### config.mk
export PLATFORM = sky130hd
export DESIGN_NAME = single_wire_sensor_frame_decoder
export DESIGN_NICKNAME = d
export VERILOG_FILES = /design/src/rtl/sfd_pkg.sv /design/src/rtl/sfd_frame_check.sv /design/src/rtl/sfd_core.sv /design/src/rtl/single_wire_sensor_frame_decoder.sv
export SDC_FILE = /design/constraint.sdc
export NUM_CORES = 1
export LEC_CHECK = 0
export BUFFER_PORTS_ARGS = -buffer_cell sky130_fd_sc_hd__buf_2
export CORE_MARGIN = 1
export CORE_UTILIZATION = 40
export DETAILED_ROUTE_END_ITERATION = 7
export HOLD_SLACK_MARGIN = 0.12
export SLEW_MARGIN = 20
export SYNTH_ARGS = -nofsm -noshare
export SYNTH_HDL_FRONTEND = slang
export SYNTH_SLANG_ARGS = --single-unit
export TNS_END_PERCENT = 100
### constraint.sdc
create_clock -name clk_i -period 10.6 [get_ports clk_i]
set_input_delay 2.12 -clock clk_i [delete_from_list [all_inputs] [get_ports clk_i]]
set_output_delay 2.12 -clock clk_i [all_outputs]
set_load 0.01 [all_outputs]
### src/rtl/sfd_pkg.sv
`timescale 1ns / 1ps

package sfd_pkg;

  // timestamp counter width, pulse lengths wrap at this width
  localparam int unsigned CNT_W      = 16;
  localparam int unsigned THRESH_W   = 16;
  localparam int unsigned FRAME_W    = 40;
  localparam int unsigned BITCNT_W   = 6;
  localparam int unsigned TEMP_W     = 17;
  localparam int unsigned HUM_W      = 16;
  localparam int unsigned IN_DATA_W  = 24;
  localparam int unsigned IN_USER_W  = 2;
  localparam int unsigned OUT_DATA_W = 40;
  localparam int unsigned OUT_USER_W = 3;

  localparam logic [THRESH_W-1:0] THRESH_RST  = 16'd1200;
  localparam logic [BITCNT_W-1:0] FRAME_BITS  = 6'd40;

  // event kinds
  typedef enum logic [1:0] {
    MODE_START      = 2'd0,
    MODE_PAUSE_DONE = 2'd1,
    MODE_EDGE       = 2'd2,
    MODE_TIMEOUT    = 2'd3
  } mode_e;

  // read sequence phases
  typedef enum logic [2:0] {
    PH_IDLE      = 3'd0,
    PH_PAUSE     = 3'd1,
    PH_RESP_LOW  = 3'd2,
    PH_INIT_HIGH = 3'd3,
    PH_INIT_LOW  = 3'd4,
    PH_DATA_HIGH = 3'd5,
    PH_DATA_LOW  = 3'd6
  } phase_e;

  // data line control
  typedef enum logic [1:0] {
    DRIVE_HIGH    = 2'd0,
    DRIVE_LOW     = 2'd1,
    DRIVE_RELEASE = 2'd2
  } drive_e;

  // completion status
  typedef enum logic [1:0] {
    STAT_OK      = 2'd0,
    STAT_CKSUM   = 2'd1,
    STAT_TIMEOUT = 2'd2
  } status_e;

  typedef struct packed {
    mode_e            mode;
    logic             level;
    logic [CNT_W-1:0] edge_time;
  } item_t;

  typedef struct packed {
    drive_e            line_drive;
    logic              done;
    status_e           status;
    logic [TEMP_W-1:0] temp;
    logic [HUM_W-1:0]  hum;
    logic              online;
  } result_t;

endpackage

### src/rtl/sfd_frame_check.sv
`timescale 1ns / 1ps

module sfd_frame_check (
  input  logic [sfd_pkg::FRAME_W-1:0] frame_i,
  output logic                        sum_ok_o,
  output logic [sfd_pkg::TEMP_W-1:0]  temp_o,
  output logic [sfd_pkg::HUM_W-1:0]   hum_o
);
  import sfd_pkg::*;

  // ceil(2^22 / 5), exact quotient for any dividend below 2^22
  localparam logic [19:0] RECIP_5 = 20'd838861;
  localparam logic [TEMP_W-1:0] TEMP_OFS = 17'd320;

  logic [7:0]  h1, h0, t1, t0, ck, sum;
  logic [15:0] raw;
  logic [19:0] raw9;
  logic [39:0] prod;

  // frame bytes, most significant first
  assign h1 = frame_i[39:32];
  assign h0 = frame_i[31:24];
  assign t1 = frame_i[23:16];
  assign t0 = frame_i[15:8];
  assign ck = frame_i[7:0];

  // 8-bit wrapping checksum
  assign sum      = h1 + h0 + t1 + t0;
  assign sum_ok_o = (sum == ck);

  // raw * 9 / 5 + 320, division by reciprocal multiply
  assign raw    = {t1, t0};
  assign raw9   = {1'b0, raw, 3'b000} + {4'b0000, raw};
  assign prod   = raw9 * RECIP_5;
  assign temp_o = prod[38:22] + TEMP_OFS;
  assign hum_o  = {h1, h0};

endmodule

### src/rtl/sfd_core.sv
`timescale 1ns / 1ps

module sfd_core (
  input  logic                         clk_i,
  input  logic                         rst_ni,
  input  logic                         en_i,
  input  sfd_pkg::item_t               item_i,
  input  logic [sfd_pkg::THRESH_W-1:0] threshold_i,
  output sfd_pkg::result_t             result_o
);
  import sfd_pkg::*;

  phase_e              phase_q, phase_d;
  logic [FRAME_W-1:0]  frame_q, frame_d, frame_shift;
  logic [BITCNT_W-1:0] bit_cnt_q, bit_cnt_d, bit_cnt_inc;
  logic [CNT_W-1:0]    start_q, start_d, delta;
  logic [TEMP_W-1:0]   temp_q, temp_d, chk_temp;
  logic [HUM_W-1:0]    hum_q, hum_d, chk_hum;
  logic                online_q, online_d, chk_ok;
  logic                done;
  status_e             status;
  drive_e              drive;

  // pulse length and shifted frame for the data-low edge
  assign delta       = item_i.edge_time - start_q;
  assign frame_shift = {frame_q[FRAME_W-2:0], (delta > threshold_i)};
  assign bit_cnt_inc = bit_cnt_q + 1'b1;

  sfd_frame_check u_check (
    .frame_i  (frame_shift),
    .sum_ok_o (chk_ok),
    .temp_o   (chk_temp),
    .hum_o    (chk_hum)
  );

  // next state for one event
  always_comb begin
    phase_d   = phase_q;
    frame_d   = frame_q;
    bit_cnt_d = bit_cnt_q;
    start_d   = start_q;
    temp_d    = temp_q;
    hum_d     = hum_q;
    online_d  = online_q;
    done      = 1'b0;
    status    = STAT_OK;
    case (item_i.mode)
      MODE_START: begin
        frame_d   = '0;
        bit_cnt_d = '0;
        phase_d   = PH_PAUSE;
      end
      MODE_PAUSE_DONE: begin
        if (phase_q == PH_PAUSE) phase_d = PH_RESP_LOW;
      end
      MODE_EDGE: begin
        case (phase_q)
          PH_RESP_LOW: begin
            if (!item_i.level) phase_d = PH_INIT_HIGH;
          end
          PH_INIT_HIGH: phase_d = PH_INIT_LOW;
          PH_INIT_LOW: begin
            bit_cnt_d = '0;
            phase_d   = PH_DATA_HIGH;
          end
          PH_DATA_HIGH: begin
            start_d = item_i.edge_time;
            phase_d = PH_DATA_LOW;
          end
          PH_DATA_LOW: begin
            frame_d   = frame_shift;
            bit_cnt_d = bit_cnt_inc;
            if (bit_cnt_inc >= FRAME_BITS) begin
              phase_d = PH_IDLE;
              done    = 1'b1;
              if (chk_ok) begin
                temp_d   = chk_temp;
                hum_d    = chk_hum;
                online_d = 1'b1;
                status   = STAT_OK;
              end else begin
                online_d = 1'b0;
                status   = STAT_CKSUM;
              end
            end else begin
              phase_d = PH_DATA_HIGH;
            end
          end
          default: ;
        endcase
      end
      MODE_TIMEOUT: begin
        if (phase_q != PH_IDLE) begin
          phase_d  = PH_IDLE;
          online_d = 1'b0;
          done     = 1'b1;
          status   = STAT_TIMEOUT;
        end
      end
      default: ;
    endcase
  end

  // line control follows the new phase
  always_comb begin
    case (phase_d)
      PH_IDLE:  drive = DRIVE_HIGH;
      PH_PAUSE: drive = DRIVE_LOW;
      default:  drive = DRIVE_RELEASE;
    endcase
  end

  assign result_o = '{line_drive: drive, done: done, status: status,
                      temp: temp_d, hum: hum_d, online: online_d};

  // state registers
  always_ff @(posedge clk_i or negedge rst_ni) begin
    if (!rst_ni) begin
      phase_q   <= PH_IDLE;
      frame_q   <= '0;
      bit_cnt_q <= '0;
      start_q   <= '0;
      temp_q    <= '0;
      hum_q     <= '0;
      online_q  <= 1'b0;
    end else if (en_i) begin
      phase_q   <= phase_d;
      frame_q   <= frame_d;
      bit_cnt_q <= bit_cnt_d;
      start_q   <= start_d;
      temp_q    <= temp_d;
      hum_q     <= hum_d;
      online_q  <= online_d;
    end
  end

endmodule

### src/rtl/single_wire_sensor_frame_decoder.sv
`timescale 1ns / 1ps
// Single-wire temperature/humidity sensor frame decoder.
// Input stream: one event per transaction. tuser carries the event kind
// (start, pause done, line edge, timeout); tdata carries the line level and
// the timer value captured at the edge.
// Output stream: exactly one result transaction per input event, giving the
// line control, a done flag with status, the last good temperature (tenths
// of a degree F), humidity (tenths of a percent) and the online flag.
// The one-bit pulse threshold is written through cfg_wr_en_i/cfg_wr_data_i
// while no event is in flight; the user must keep to this, the block does not enforce it.
// An accepted event is held in the input register, then decoded into the
// result register, which holds it until the output is taken.
// Throughput: one event per cycle while the output is not stalled; the decode,
// checksum and temperature conversion (one 20x20 multiply) run in the single
// stage between the input register and the result register.
// Reset clears the sequencer to idle, the stored readings, the online flag
// and both stage valids; the threshold returns to 1200 ticks.
// When the receiver stalls, the result holds and the input register still
// takes one more event; then s_axis_tready_o drops until the result is taken.
module single_wire_sensor_frame_decoder (
  input  logic                           clk_i,
  input  logic                           rst_ni,
  input  logic                           cfg_wr_en_i,
  input  logic [sfd_pkg::THRESH_W-1:0]   cfg_wr_data_i,
  input  logic                           s_axis_tvalid_i,
  output logic                           s_axis_tready_o,
  // [0] line_level, [16:1] edge_time, [23:17] zero
  input  logic [sfd_pkg::IN_DATA_W-1:0]  s_axis_tdata_i,
  // [1:0] mode
  input  logic [sfd_pkg::IN_USER_W-1:0]  s_axis_tuser_i,
  output logic                           m_axis_tvalid_o,
  input  logic                           m_axis_tready_i,
  // [1:0] line_drive, [18:2] temperature_tenths_f, [34:19] humidity_tenths,
  // [35] sensor_online, [39:36] zero
  output logic [sfd_pkg::OUT_DATA_W-1:0] m_axis_tdata_o,
  // [0] done_res, [2:1] status
  output logic [sfd_pkg::OUT_USER_W-1:0] m_axis_tuser_o
);
  import sfd_pkg::*;

  logic [THRESH_W-1:0] thresh_q;
  logic                in_valid_q, out_valid_q, advance;
  item_t               in_item_q, in_item_d;
  result_t             res_d, res_q;

  // threshold register
  always_ff @(posedge clk_i or negedge rst_ni) begin
    if (!rst_ni) begin
      thresh_q <= THRESH_RST;
    end else if (cfg_wr_en_i) begin
      thresh_q <= cfg_wr_data_i;
    end
  end

  // stage handshake
  assign advance         = in_valid_q && (!out_valid_q || m_axis_tready_i);
  assign s_axis_tready_o = !in_valid_q || advance;

  assign in_item_d = '{mode: mode_e'(s_axis_tuser_i[1:0]), level: s_axis_tdata_i[0],
                       edge_time: s_axis_tdata_i[CNT_W:1]};

  // input register
  always_ff @(posedge clk_i or negedge rst_ni) begin
    if (!rst_ni) begin
      in_valid_q <= 1'b0;
    end else if (s_axis_tready_o) begin
      in_valid_q <= s_axis_tvalid_i;
    end
  end

  always_ff @(posedge clk_i) begin
    if (s_axis_tready_o && s_axis_tvalid_i) begin
      in_item_q <= in_item_d;
    end
  end

  sfd_core u_core (
    .clk_i       (clk_i),
    .rst_ni      (rst_ni),
    .en_i        (advance),
    .item_i      (in_item_q),
    .threshold_i (thresh_q),
    .result_o    (res_d)
  );

  // result register
  always_ff @(posedge clk_i or negedge rst_ni) begin
    if (!rst_ni) begin
      out_valid_q <= 1'b0;
    end else if (advance) begin
      out_valid_q <= 1'b1;
    end else if (m_axis_tready_i) begin
      out_valid_q <= 1'b0;
    end
  end

  always_ff @(posedge clk_i) begin
    if (advance) begin
      res_q <= res_d;
    end
  end

  assign m_axis_tvalid_o = out_valid_q;
  assign m_axis_tdata_o  = {4'b0000, res_q.online, res_q.hum, res_q.temp, res_q.line_drive};
  assign m_axis_tuser_o  = {res_q.status, res_q.done};

`ifndef NO_ASSERTIONS
  // status is only meaningful on a finished attempt
  a_status_needs_done: assert property (@(posedge clk_i) disable iff (!rst_ni)
    m_axis_tvalid_o && !m_axis_tuser_o[0] |-> m_axis_tuser_o[2:1] == STAT_OK)
    else $error("status set without done");

  // a good frame marks the sensor online
  a_ok_online: assert property (@(posedge clk_i) disable iff (!rst_ni)
    m_axis_tvalid_o && m_axis_tuser_o[0] && m_axis_tuser_o[2:1] == STAT_OK
    |-> m_axis_tdata_o[35])
    else $error("good frame without online flag");

  // a timeout leaves the sensor offline and the line driven high
  a_timeout_offline: assert property (@(posedge clk_i) disable iff (!rst_ni)
    m_axis_tvalid_o && m_axis_tuser_o[2:1] == STAT_TIMEOUT
    |-> !m_axis_tdata_o[35] && m_axis_tdata_o[1:0] == DRIVE_HIGH)
    else $error("timeout result inconsistent");

  // both stages full and stalled: no new transaction accepted
  a_full_stall: assert property (@(posedge clk_i) disable iff (!rst_ni)
    in_valid_q && out_valid_q && !m_axis_tready_i |-> !s_axis_tready_o)
    else $error("input accepted while pipeline full");
`endif

endmodule
Yosys cells after proc, flatten, opt, wreduce, memory -nomap -nowiden --
Index checks and enable logic that the tools add are counted.
Cells by class: add/sub/neg operators 7, multipliers 1, magnitude comparators 2, equal/unequal tests 13, muxes and demuxes 35, reductions and logical operators 14
Operators with widths (count):
- one-hot mux 39 bit (2 select lines) | 1
- two-way mux 17 bit | 4
- two-way mux 16 bit | 4
- multiplier 20 x 20 -> 39 bit (second input constant) | 1
- two-way mux 39 bit | 1
- adder 8 bit | 3
- one-hot mux 6 bit (2 select lines) | 2
- adder 19 x 16 -> 20 bit | 1
- adder 17 x 9 -> 17 bit (second input constant) | 1
- > comparator 16 bit | 1
- subtractor 16 bit | 1
- one-hot mux 3 bit (5 select lines) | 1
- two-way mux 3 bit | 4
- one-hot mux 3 bit (4 select lines) | 1
- two-way mux 1 bit | 10
- equality test 3 bit (second input constant) | 3
- AND reduction 3 bit | 3
- equality test 8 bit | 1
- one-hot mux 2 bit (2 select lines) | 2
- adder 6 x 1 -> 6 bit (second input constant) | 1
- equality test 3 x 1 -> 1 bit (second input constant) | 2
- equality test 3 x 2 -> 1 bit (second input constant) | 2
- >= comparator 6 bit (second input constant) | 1
- two-way mux 2 bit | 3
- other kinds (12) | 18
Storage, ports and cells: flip-flop bits (word level) 174, input bits 47, output and inout bits 45

Logic depth before layout (Yosys ltp) --
Gate-level depths: netlist of the first run.
depth after elaboration 8, mapped depth 37, gate-level depth less buffers 37

Modules after synthesis --
From an unflattened synthesis of the first run, not the netlist that was laid out.
Unflattened totals: cells, all modules 1578, area total of the unflattened synthesis 17132.7 um^2
Modules (own cells, without submodules):
- sfd_frame_check | times used 1, cells each 977, area an instance 9056.2 um^2, seq. area each 0.0 um^2
- sfd_core | times used 1, cells each 496, area an instance 5557.8 um^2, seq. area each 2452.4 um^2
- single_wire_sensor_frame_decoder | times used 1, cells each 105, area an instance 2518.7 um^2, seq. area each 2197.1 um^2

Least setup slack after synthesis of the first run --
Ideal clock, no wire load.
path kind register -> register, start point reg u_core.frame_q[7], end point reg res_q, in the netlist m_axis_tdata_o[18], data pin, library setup time 0.152 ns, data arrival time 9.048 ns, data required time 10.448 ns, setup slack 1.400 ns, stages on the path, launching flop included 36, buffers on the path 0, clock period less this slack 9.200 ns, cells stage by stage dfrtp_1 -> ha_1 -> inv_1 -> fa_1 -> nor2b_1 -> o21ai_0 -> a21boi_0 -> o21ai_0 -> a21boi_0 -> o21ai_0 -> a21boi_0 -> o21ai_0 -> a21oi_1 -> o21ai_0 -> a21oi_1 -> ha_1 -> fa_1 -> ha_1 -> inv_1 -> fa_1 -> inv_1 -> fa_1 -> fa_1 -> ha_1 -> ha_1 -> a21o_1 -> a21o_1 -> a21o_1 -> or4_2 -> nand3_1 -> a311oi_2 -> ha_1 -> o2111ai_2 -> nor4_1 -> or4_1 -> a31oi_1
RTL lines:
- start, declared | line sfd_core.sv:14 | logic [FRAME_W-1:0] frame_q, frame_d, frame_shift;
- start signal, assigned | line sfd_core.sv:128 | frame_q <= frame_d;
- end signal, assigned | line single_wire_sensor_frame_decoder.sv:99 | res_q <= res_d;
- end, declared | line single_wire_sensor_frame_decoder.sv:44 | result_t res_d, res_q;

==> summary.json, run 1 <==
{
  "status": {
    "run_status": "finished clean"
  },
  "power_and_ir_drop": {
    "cellPowerDensity_nw_per_um2": 82.7,
    "power.static_leakage_uw": 0.0100,
    "worst_ir_drop_on_vdd_mv": 0.135
  },
  "layout": {
    "antenna_cells": 0,
    "post_route_cells_drive_above_1_share_pct": 12.4,
    "final_cells": 2278,
    "area_delta_synth_final_pct": 9.60,
    "fin_area_sq_um": 18500,
    "nets": 2180,
    "num-fill-cells": 3923
  },
  "setup_path": {
    "critPathMaxFanout": 8,
    "critical_path.most_common_cell": "sky130_fd_sc_hd__fa_1",
    "critPathKind": "register to register",
    "reg2reg_depth": 35,
    "crit_path_start_kind": "register",
    "r2r_start": "u_core.frame_q[8]",
    "timing.reg2reg.setup_slack_ns": 0.74,
    "r2r_end": "m_axis_tdata_o[17]",
    "crit_slowest_cell": "sky130_fd_sc_hd__fa_1",
    "worstPathArrival_ns": 10.03,
    "end_kind": "register",
    "largest_stage_delay_worst_path_ns": 0.56,
    "worst-endpoint-required_ns": 10.76
  },
  "timing": {
    "period_minus_slack_ns": 9.86,
    "final_hold_vio_count": 0,
    "maximum_clock_frequency_ghz": 0.101,
    "worst_slew_margin_rel_pct": 35.1,
    "rsz0062_at_grt": "no",
    "maxSlewViolCount": 0,
    "tightest_slew_ns": 0.971,
    "skew_ns": 0.0124,
    "final.period_utilization_pct": 93.0,
    "setup_tns_ns": 0,
    "setup_viol_count_final": 0
  },
  "yosys": {
    "ys_seq_area_share_pct": 27.6,
    "post_synth_main_area_contributors": "sky130_fd_sc_hd__fa_1 18%, sky130_fd_sc_hd__ha_1 18%, sky130_fd_sc_hd__dfrtp_1 17%, sky130_fd_sc_hd__edfxtp_1 10%, sky130_fd_sc_hd__inv_1 7.1%",
    "netlist.top_cell.by_area": "sky130_fd_sc_hd__fa_1",
    "synth_enable_flop_cells": 58,
    "netlist.area_leader.share_pct": 18.4,
    "post-synth-top-count-cell": "sky130_fd_sc_hd__inv_1",
    "ys_types": 84,
    "synth.yosys.warnings": 0,
    "post_synth_most_frequent_cells": "317 x sky130_fd_sc_hd__inv_1, 245 x sky130_fd_sc_hd__ha_1, 166 x sky130_fd_sc_hd__nand2_1",
    "asyncSetResetFlopFracSynth_pct": 66.7,
    "cell_count_after_synthesis": 1659,
    "syn-mean-instance-area_sq_um": 10.2,
    "ys_dominant_reg_cell": "sky130_fd_sc_hd__dfrtp_1",
    "ys_ff_latch": 174,
    "synthesis.area_sq_um": 16900
  },
  "cts": {
    "tritoncts": "yes",
    "ctsRootBufferMaster": "sky130_fd_sc_hd__clkbuf_16",
    "clkLatencyLatePin_ns": 0.45,
    "clkSlewWorstSetupHoldPaths_ns": 0.07,
    "htreeDepth": 4,
    "postCtsResizedCells": 0,
    "clk_path_buf_depth": 2,
    "post-cts-setup-buffer-count": 0,
    "hold_buffers": 0,
    "cts_buffers": 17,
    "cts_num_sinks": 174
  },
  "global_routing": {
    "grt_start_max_net_pins": 72,
    "first_global_vias": 12000,
    "global_route_wire_length_before_repair_um": 61900,
    "grt_residual_overflow": 0,
    "grt_util_all_layers_pct": 18.1,
    "grt_antenna_before_repair": 0
  },
  "routing": {
    "drcViolationCount": 0,
    "dr.first_iter.drc_count": 602,
    "avgViaCountPerCell": 5.07,
    "post_detailed_route_wirelength_per_cell_um": 16.1,
    "drt.antenna.violating_nets": 0,
    "routed_via_count": 11500,
    "routed_wirelength_um": 36700,
    "drt_pass1_iterations": 5
  },
  "die": {
    "dieWidth_um": 207,
    "die-area_sq_um": 43000,
    "placeableCoreArea_sq_um": 41200,
    "floorplan.rows": 74,
    "die_h_um": 207,
    "starting_density_of_the_core_pct": 40.9,
    "io-pin-count": 92
  },
  "placed_design": {
    "numPlacedInstances": 2246,
    "finalWeightedCongestion": 0.903,
    "io_port_bufs": 80,
    "placed_area_sq_um": 17900,
    "hpwl_um": 30200
  },
  "worst_hold_path": {
    "min_path_type": "register to register",
    "worstHoldEndpoint": "u_core.hum_q[6]",
    "hold_path_startpoint": "u_core.hum_q[6]",
    "worst_hold_path.num_cells": 2
  },
  "job": {
    "maxCapViolCount": 0
  }
}
[routing by layer]
metal	share of wire [%]	vias to the layer above	GRT usage, %
met1	48	5656	25.3
met2	46	201	28.9
met3	3.8	24	3.37
li1	-	5667	-
met4	1.7	0	4.12
met5	0	-	0
[power by group]
part | switching [uW] | internal, uW | total (uW) | leakage [uW]
Sequential | 14.2 | 725 | 739 | 0.00215
Combinational | 93.4 | 66.6 | 160 | 0.00760
Clock | 294 | 337 | 630 | 0.000291
[logic make-up (layout without fill, tap and decap cells)]
family	after synthesis	in the layout	synth area share [%]
buffers and inverters	361	445	8.35
adder cells (fa/ha/maj)	400	400	36.6
AO/OA/AOI/OAI	273	273	11.1
flip-flops	174	174	27.6
multiplexers	49	49	3.25
AND/OR/NAND/NOR	331	331	9.46
XOR/XNOR	70	70	3.68
other	1	4	0.0222
[layout make-up]
type	count	area (sq um)	area share [%]
clock buffer	17	425	2.30
clock inverter	15	171	0.928
inverter	317	1190	6.44
multi-input combinational	1127	10900	58.7
sequential	174	4650	25.2
tap	532	666	3.60
timing repair buffer	96	523	2.83
[worst max path at each step]
stage                  startpoint            endpoint  slack (ns)  depth (start not counted)
4_1_cts         u_core.frame_q[8]  m_axis_tdata_o[17]        0.52                         35
3_5_place_dp    u_core.frame_q[8]  m_axis_tdata_o[17]        0.57                         35
3_3_place_gp    u_core.frame_q[8]  m_axis_tdata_o[17]        0.64                         35
2_1_floorplan   u_core.frame_q[7]  m_axis_tdata_o[18]        1.40                         35
5_1_grt        u_core.frame_q[10]  m_axis_tdata_o[18]       0.009                         35
6_report        u_core.frame_q[8]  m_axis_tdata_o[17]        0.74                         35
[registers in the layout, summed over array words and instances (netlist names)]
register,count
u_core.start_q,16
m_axis_tuser_o,3
u_core.frame_q,39
u_core.bit_cnt_q,6
thresh_q,16
in_valid_q,1
in_item_q,19
u_core.hum_q,16
m_axis_tvalid_o,1
m_axis_tdata_o,36
u_core.phase_q,3
u_core.online_q,1
u_core.temp_q,17
[critical path, delay by kind of cell (launching register included)]
kind	cells	cell delay, ns
buffers and inverters	4	0.20
AO/OA/AOI/OAI	19	3.91
XOR/XNOR	2	0.84
flip-flops	1	0.50
AND/OR/NAND/NOR	1	0.16
adder cells (fa/ha/maj)	9	3.95
[metrics by stage]
step                setup slack (ns)  hold WS, ns  power [uW]  utilization, %
floorplan                       1.40        0.440         859               -
global placement               0.639        0.453         910            43.3
detailed placement             0.573        0.457         914            43.3
CTS                            0.522        0.475        1550            44.8
global route                 0.00850        0.492        1600            44.8
finish                         0.738        0.473        1530            44.8
[cell usage in the layout, fill, tap and decap left out, types with 17 or more instances in the layout]
cell type,n
sky130_fd_sc_hd__buf_4,17
sky130_fd_sc_hd__mux2_2,46
sky130_fd_sc_hd__ha_1,245
sky130_fd_sc_hd__fa_1,155
sky130_fd_sc_hd__inv_1,316
sky130_fd_sc_hd__nor2_1,38
sky130_fd_sc_hd__o21ai_0,62
sky130_fd_sc_hd__clkbuf_16,17
sky130_fd_sc_hd__a22o_1,36
sky130_fd_sc_hd__edfxtp_1,58
sky130_fd_sc_hd__a21oi_1,51
sky130_fd_sc_hd__buf_2,79
sky130_fd_sc_hd__xor2_1,20
sky130_fd_sc_hd__nand2_1,165
sky130_fd_sc_hd__dfrtp_1,111
sky130_fd_sc_hd__xnor2_1,49
sky130_fd_sc_hd__a21o_1,34
No activity file was read; power rests on OpenSTA's default activity.
==> inputs of run 2 (changes only) <==
==> constraint.sdc (replaced) <==
create_clock -name clk_i -period 12.3 [get_ports clk_i]
set_input_delay 2.46 -clock clk_i [delete_from_list [all_inputs] [get_ports clk_i]]
set_output_delay 2.46 -clock clk_i [all_outputs]
set_load 0.01 [all_outputs]
==> run 2 against run 1 <==
Effect of this change:
- register-to-register slack gained 0.96 ns
- critical path depth is the same
- routed wire length grew 1.2%
- core utilization shrank 0.26 points
- worst setup slack gained 0.96 ns
- sequential share of layout area grew 0.14 points
- maximum frequency shrank 7.0%
- die area is the same
- cell count shrank 0.31%
- first-iteration DRC count grew 1.8%
- sequential power shrank 14%
- clock-buffer cell count grew 1
- largest power group unchanged
==> summary.json, run 2 (same netlist as run 1, synthesis figures left out) <==
{
  "status": {
    "run_status": {"value": "finished clean", "change": "unchanged"}
  },
  "timing": {
    "worst_slew_margin_rel": {"value": 38.1, "unit": "%", "change": "was 35.1%"},
    "final.period_utilization": {"value": 86.2, "unit": "%", "change": "was 93.0%"},
    "maximum_clock_frequency": {"value": 0.0943, "unit": "GHz", "change": "was 0.101 GHz"},
    "rsz0062_at_grt": {"value": "no", "change": "unchanged"},
    "tightest_slew": {"value": 0.928, "unit": "ns", "change": "was 0.971 ns"},
    "final_hold_vio_count": {"value": 0, "change": "unchanged"},
    "setup_viol_count_final": {"value": 0, "change": "unchanged"},
    "setup_tns": {"value": 0, "unit": "ns", "change": "unchanged"},
    "maxSlewViolCount": {"value": 0, "change": "unchanged"},
    "skew": {"value": 0.0149, "unit": "ns", "change": "was 0.0124 ns"},
    "period_minus_slack": {"value": 10.61, "unit": "ns", "change": "was 9.86 ns"}
  },
  "die": {
    "starting_density_of_the_core": {"value": 40.9, "unit": "%", "change": "unchanged"},
    "io-pin-count": {"value": 92, "change": "unchanged"},
    "dieWidth": {"value": 207, "unit": "um", "change": "unchanged"},
    "placeableCoreArea": {"value": 41200, "unit": "sq um", "change": "unchanged"},
    "floorplan.rows": {"value": 74, "change": "unchanged"},
    "die_h": {"value": 207, "unit": "um", "change": "unchanged"},
    "die-area": {"value": 43000, "unit": "sq um", "change": "unchanged"}
  },
  "layout": {
    "final_cells": {"value": 2271, "change": "was 2278"},
    "number_of_flip_flops_in_the_largest_register": {"value": 39, "change": "unchanged"},
    "most_frequent_standard_cell_in_the_layout_excluding_fill_and_tap_cells": {"value": "sky130_fd_sc_hd__inv_1", "change": "unchanged"},
    "registers.top_by_ff_count": {"value": "u_core.frame_q", "change": "unchanged"},
    "area_delta_synth_final": {"value": 8.97, "unit": "%", "change": "was 9.60%"},
    "nets": {"value": 2173, "change": "was 2180"},
    "num-fill-cells": {"value": 3930, "change": "was 3923"},
    "antenna_cells": {"value": 0, "change": "unchanged"},
    "layout_common_cells": {"value": "316 x sky130_fd_sc_hd__inv_1, 245 x sky130_fd_sc_hd__ha_1, 165 x sky130_fd_sc_hd__nand2_1", "change": "unchanged"},
    "post_route_cells_drive_above_1_share": {"value": 11.8, "unit": "%", "change": "was 12.4%"}
  },
  "routing": {
    "drt.antenna.violating_nets": {"value": 0, "change": "unchanged"},
    "routed_via_count": {"value": 11500, "change": "about the same"},
    "post_detailed_route_wirelength_per_cell": {"value": 16.3, "unit": "um", "change": "was 16.1 um"},
    "routed_wirelength": {"value": 37100, "unit": "um", "change": "was 36700 um"},
    "avgViaCountPerCell": {"value": 5.07, "change": "about the same"},
    "drt_pass1_iterations": {"value": 5, "change": "unchanged"},
    "dr.first_iter.drc_count": {"value": 613, "change": "was 602"},
    "drcViolationCount": {"value": 0, "change": "unchanged"}
  },
  "cts": {
    "clk_path_buf_depth": {"value": 2, "change": "unchanged"},
    "clkLatencyLatePin": {"value": 0.44, "unit": "ns", "change": "was 0.45 ns"},
    "cts_buffers": {"value": 17, "change": "unchanged"},
    "postCtsResizedCells": {"value": 0, "change": "unchanged"},
    "clkSlewWorstSetupHoldPaths": {"value": 0.07, "unit": "ns", "change": "about the same"},
    "cts_num_sinks": {"value": 174, "change": "unchanged"},
    "post-cts-setup-buffer-count": {"value": 0, "change": "unchanged"},
    "htreeDepth": {"value": 4, "change": "unchanged"},
    "ctsRootBufferMaster": {"value": "sky130_fd_sc_hd__clkbuf_16", "change": "unchanged"},
    "hold_buffers": {"value": 0, "change": "unchanged"},
    "tritoncts": {"value": "yes", "change": "unchanged"}
  },
  "global_routing": {
    "grt_antenna_before_repair": {"value": 0, "change": "unchanged"},
    "first_global_vias": {"value": 12100, "change": "was 12000"},
    "grt_util_all_layers": {"value": 18.4, "unit": "%", "change": "was 18.1%"},
    "grt_start_max_net_pins": {"value": 44, "change": "was 72"},
    "global_route_wire_length_before_repair": {"value": 63100, "unit": "um", "change": "was 61900 um"},
    "grt_residual_overflow": {"value": 0, "change": "unchanged"}
  },
  "placed_design": {
    "numPlacedInstances": {"value": 2239, "change": "was 2246"},
    "finalWeightedCongestion": {"value": 0.905, "change": "was 0.903"},
    "io_port_bufs": {"value": 80, "change": "unchanged"},
    "hpwl": {"value": 30500, "unit": "um", "change": "was 30200 um"}
  },
  "power_and_ir_drop": {
    "power.static_leakage": {"value": 0.00999, "unit": "uW", "change": "was 0.0100 uW"},
    "worst_ir_drop_on_vdd": {"value": 0.0877, "unit": "mV", "change": "was 0.135 mV"},
    "cellPowerDensity": {"value": 70.8, "unit": "nW/um^2", "change": "was 82.7 nW/um^2"}
  },
  "setup_path": {
    "worst-endpoint-required": {"value": 12.45, "unit": "ns", "change": "was 10.76 ns"},
    "critical_path.most_common_cell": {"value": "sky130_fd_sc_hd__fa_1", "change": "unchanged"},
    "timing.reg2reg.setup_slack": {"value": 1.69, "unit": "ns", "change": "was 0.74 ns"},
    "crit_slowest_cell": {"value": "sky130_fd_sc_hd__dfrtp_1", "change": "was sky130_fd_sc_hd__fa_1"},
    "cpLargestDelayFamily": {"value": "adder cells", "change": "unchanged"},
    "r2r_end": {"value": "m_axis_tdata_o[17]", "change": "unchanged"},
    "worstPathArrival": {"value": 10.75, "unit": "ns", "change": "was 10.03 ns"},
    "path_buf_inv": {"value": 3, "change": "was 4"},
    "crit_path_start_kind": {"value": "register", "change": "unchanged"},
    "largest_stage_delay_worst_path": {"value": 0.71, "unit": "ns", "change": "was 0.56 ns"},
    "critPathKind": {"value": "register to register", "change": "unchanged"},
    "reg2reg_depth": {"value": 35, "change": "unchanged"},
    "r2r_start": {"value": "u_core.frame_q[7]", "change": "was u_core.frame_q[8]"},
    "end_kind": {"value": "register", "change": "unchanged"},
    "critPathMaxFanout": {"value": 11, "change": "was 8"}
  },
  "worst_hold_path": {
    "worstHoldEndpoint": {"value": "u_core.temp_q[1]", "change": "was u_core.hum_q[6]"},
    "worst_hold_path.num_cells": {"value": 2, "change": "unchanged"},
    "hold_path_startpoint": {"value": "u_core.temp_q[1]", "change": "was u_core.hum_q[6]"},
    "min_path_type": {"value": "register to register", "change": "unchanged"}
  },
  "job": {
    "maxCapViolCount": {"value": 0, "change": "unchanged"}
  }
}
-- run 2: how the worst max path moves through the flow --
| stage | from | end | slack (ns) | cells past startpoint |
|---|---|---|---|---|
| 2_1_floorplan | u_core.frame_q[7] | m_axis_tdata_o[18] | 3.10 | 35 |
| 3_3_place_gp | u_core.frame_q[7] | m_axis_tdata_o[17] | 1.81 | 35 |
| 3_5_place_dp | u_core.frame_q[7] | m_axis_tdata_o[17] | 1.72 | 35 |
| 4_1_cts | u_core.frame_q[7] | m_axis_tdata_o[17] | 1.67 | 35 |
| 5_1_grt | u_core.frame_q[7] | m_axis_tdata_o[17] | 1.03 | 35 |
| 6_report | u_core.frame_q[7] | m_axis_tdata_o[17] | 1.69 | 35 |
-- run 2: tightest hold or removal path, delay by kind of cell (launching register included) --
family,cells,cell delay (ns)
DFF,1,0.34
and+or+nand+nor,2,0.10
-- run 2: per-stage QoR --
step | area, sq um | total power [uW] | utilization (%) | hold WS, ns | worst slack, ns
after floorplan | 16900 | 741 | - | 0.440 | 3.10
after global placement | 17800 | 784 | 43.2 | 0.452 | 1.81
after detailed placement | 17800 | 790 | 43.2 | 0.460 | 1.72
after CTS | 18400 | 1320 | 44.6 | 0.477 | 1.67
after global routing | 18400 | 1360 | 44.6 | 0.498 | 1.03
final | 18400 | 1300 | 44.6 | 0.472 | 1.69
-- run 2: area by class of cell --
cell class	instances	area, sq um	share of cell area (%)
clock buffer	18	429	2.34
clock inverter	14	141	0.770
inverter	317	1190	6.48
multi-input combinational	1127	10800	58.9
sequential	174	4650	25.3
tap	532	666	3.62
timing repair buffer	89	470	2.56
-- run 2: power breakdown --
group / switching, uW / leakage (uW) / internal, uW / total [uW]
Sequential: 12.8 / 0.00215 / 624 / 637
Clock: 253 / 0.000281 / 271 / 524
Combinational: 81.9 / 0.00756 / 57.8 / 140
Total: 347 / 0.00999 / 953 / 1300
-- run 2: layer usage --
layer / vias up / routed length, um / part of all wire [%] / track usage [%]
met3: 46 / 1260 / 3.4 / 2.98
met1: 5613 / 18000 / 48 / 25.6
met5: - / 0 / 0 / 0
met2: 191 / 16900 / 46 / 29.4
met4: 0 / 929 / 2.5 / 5.35
li1: 5669 / - / - / -
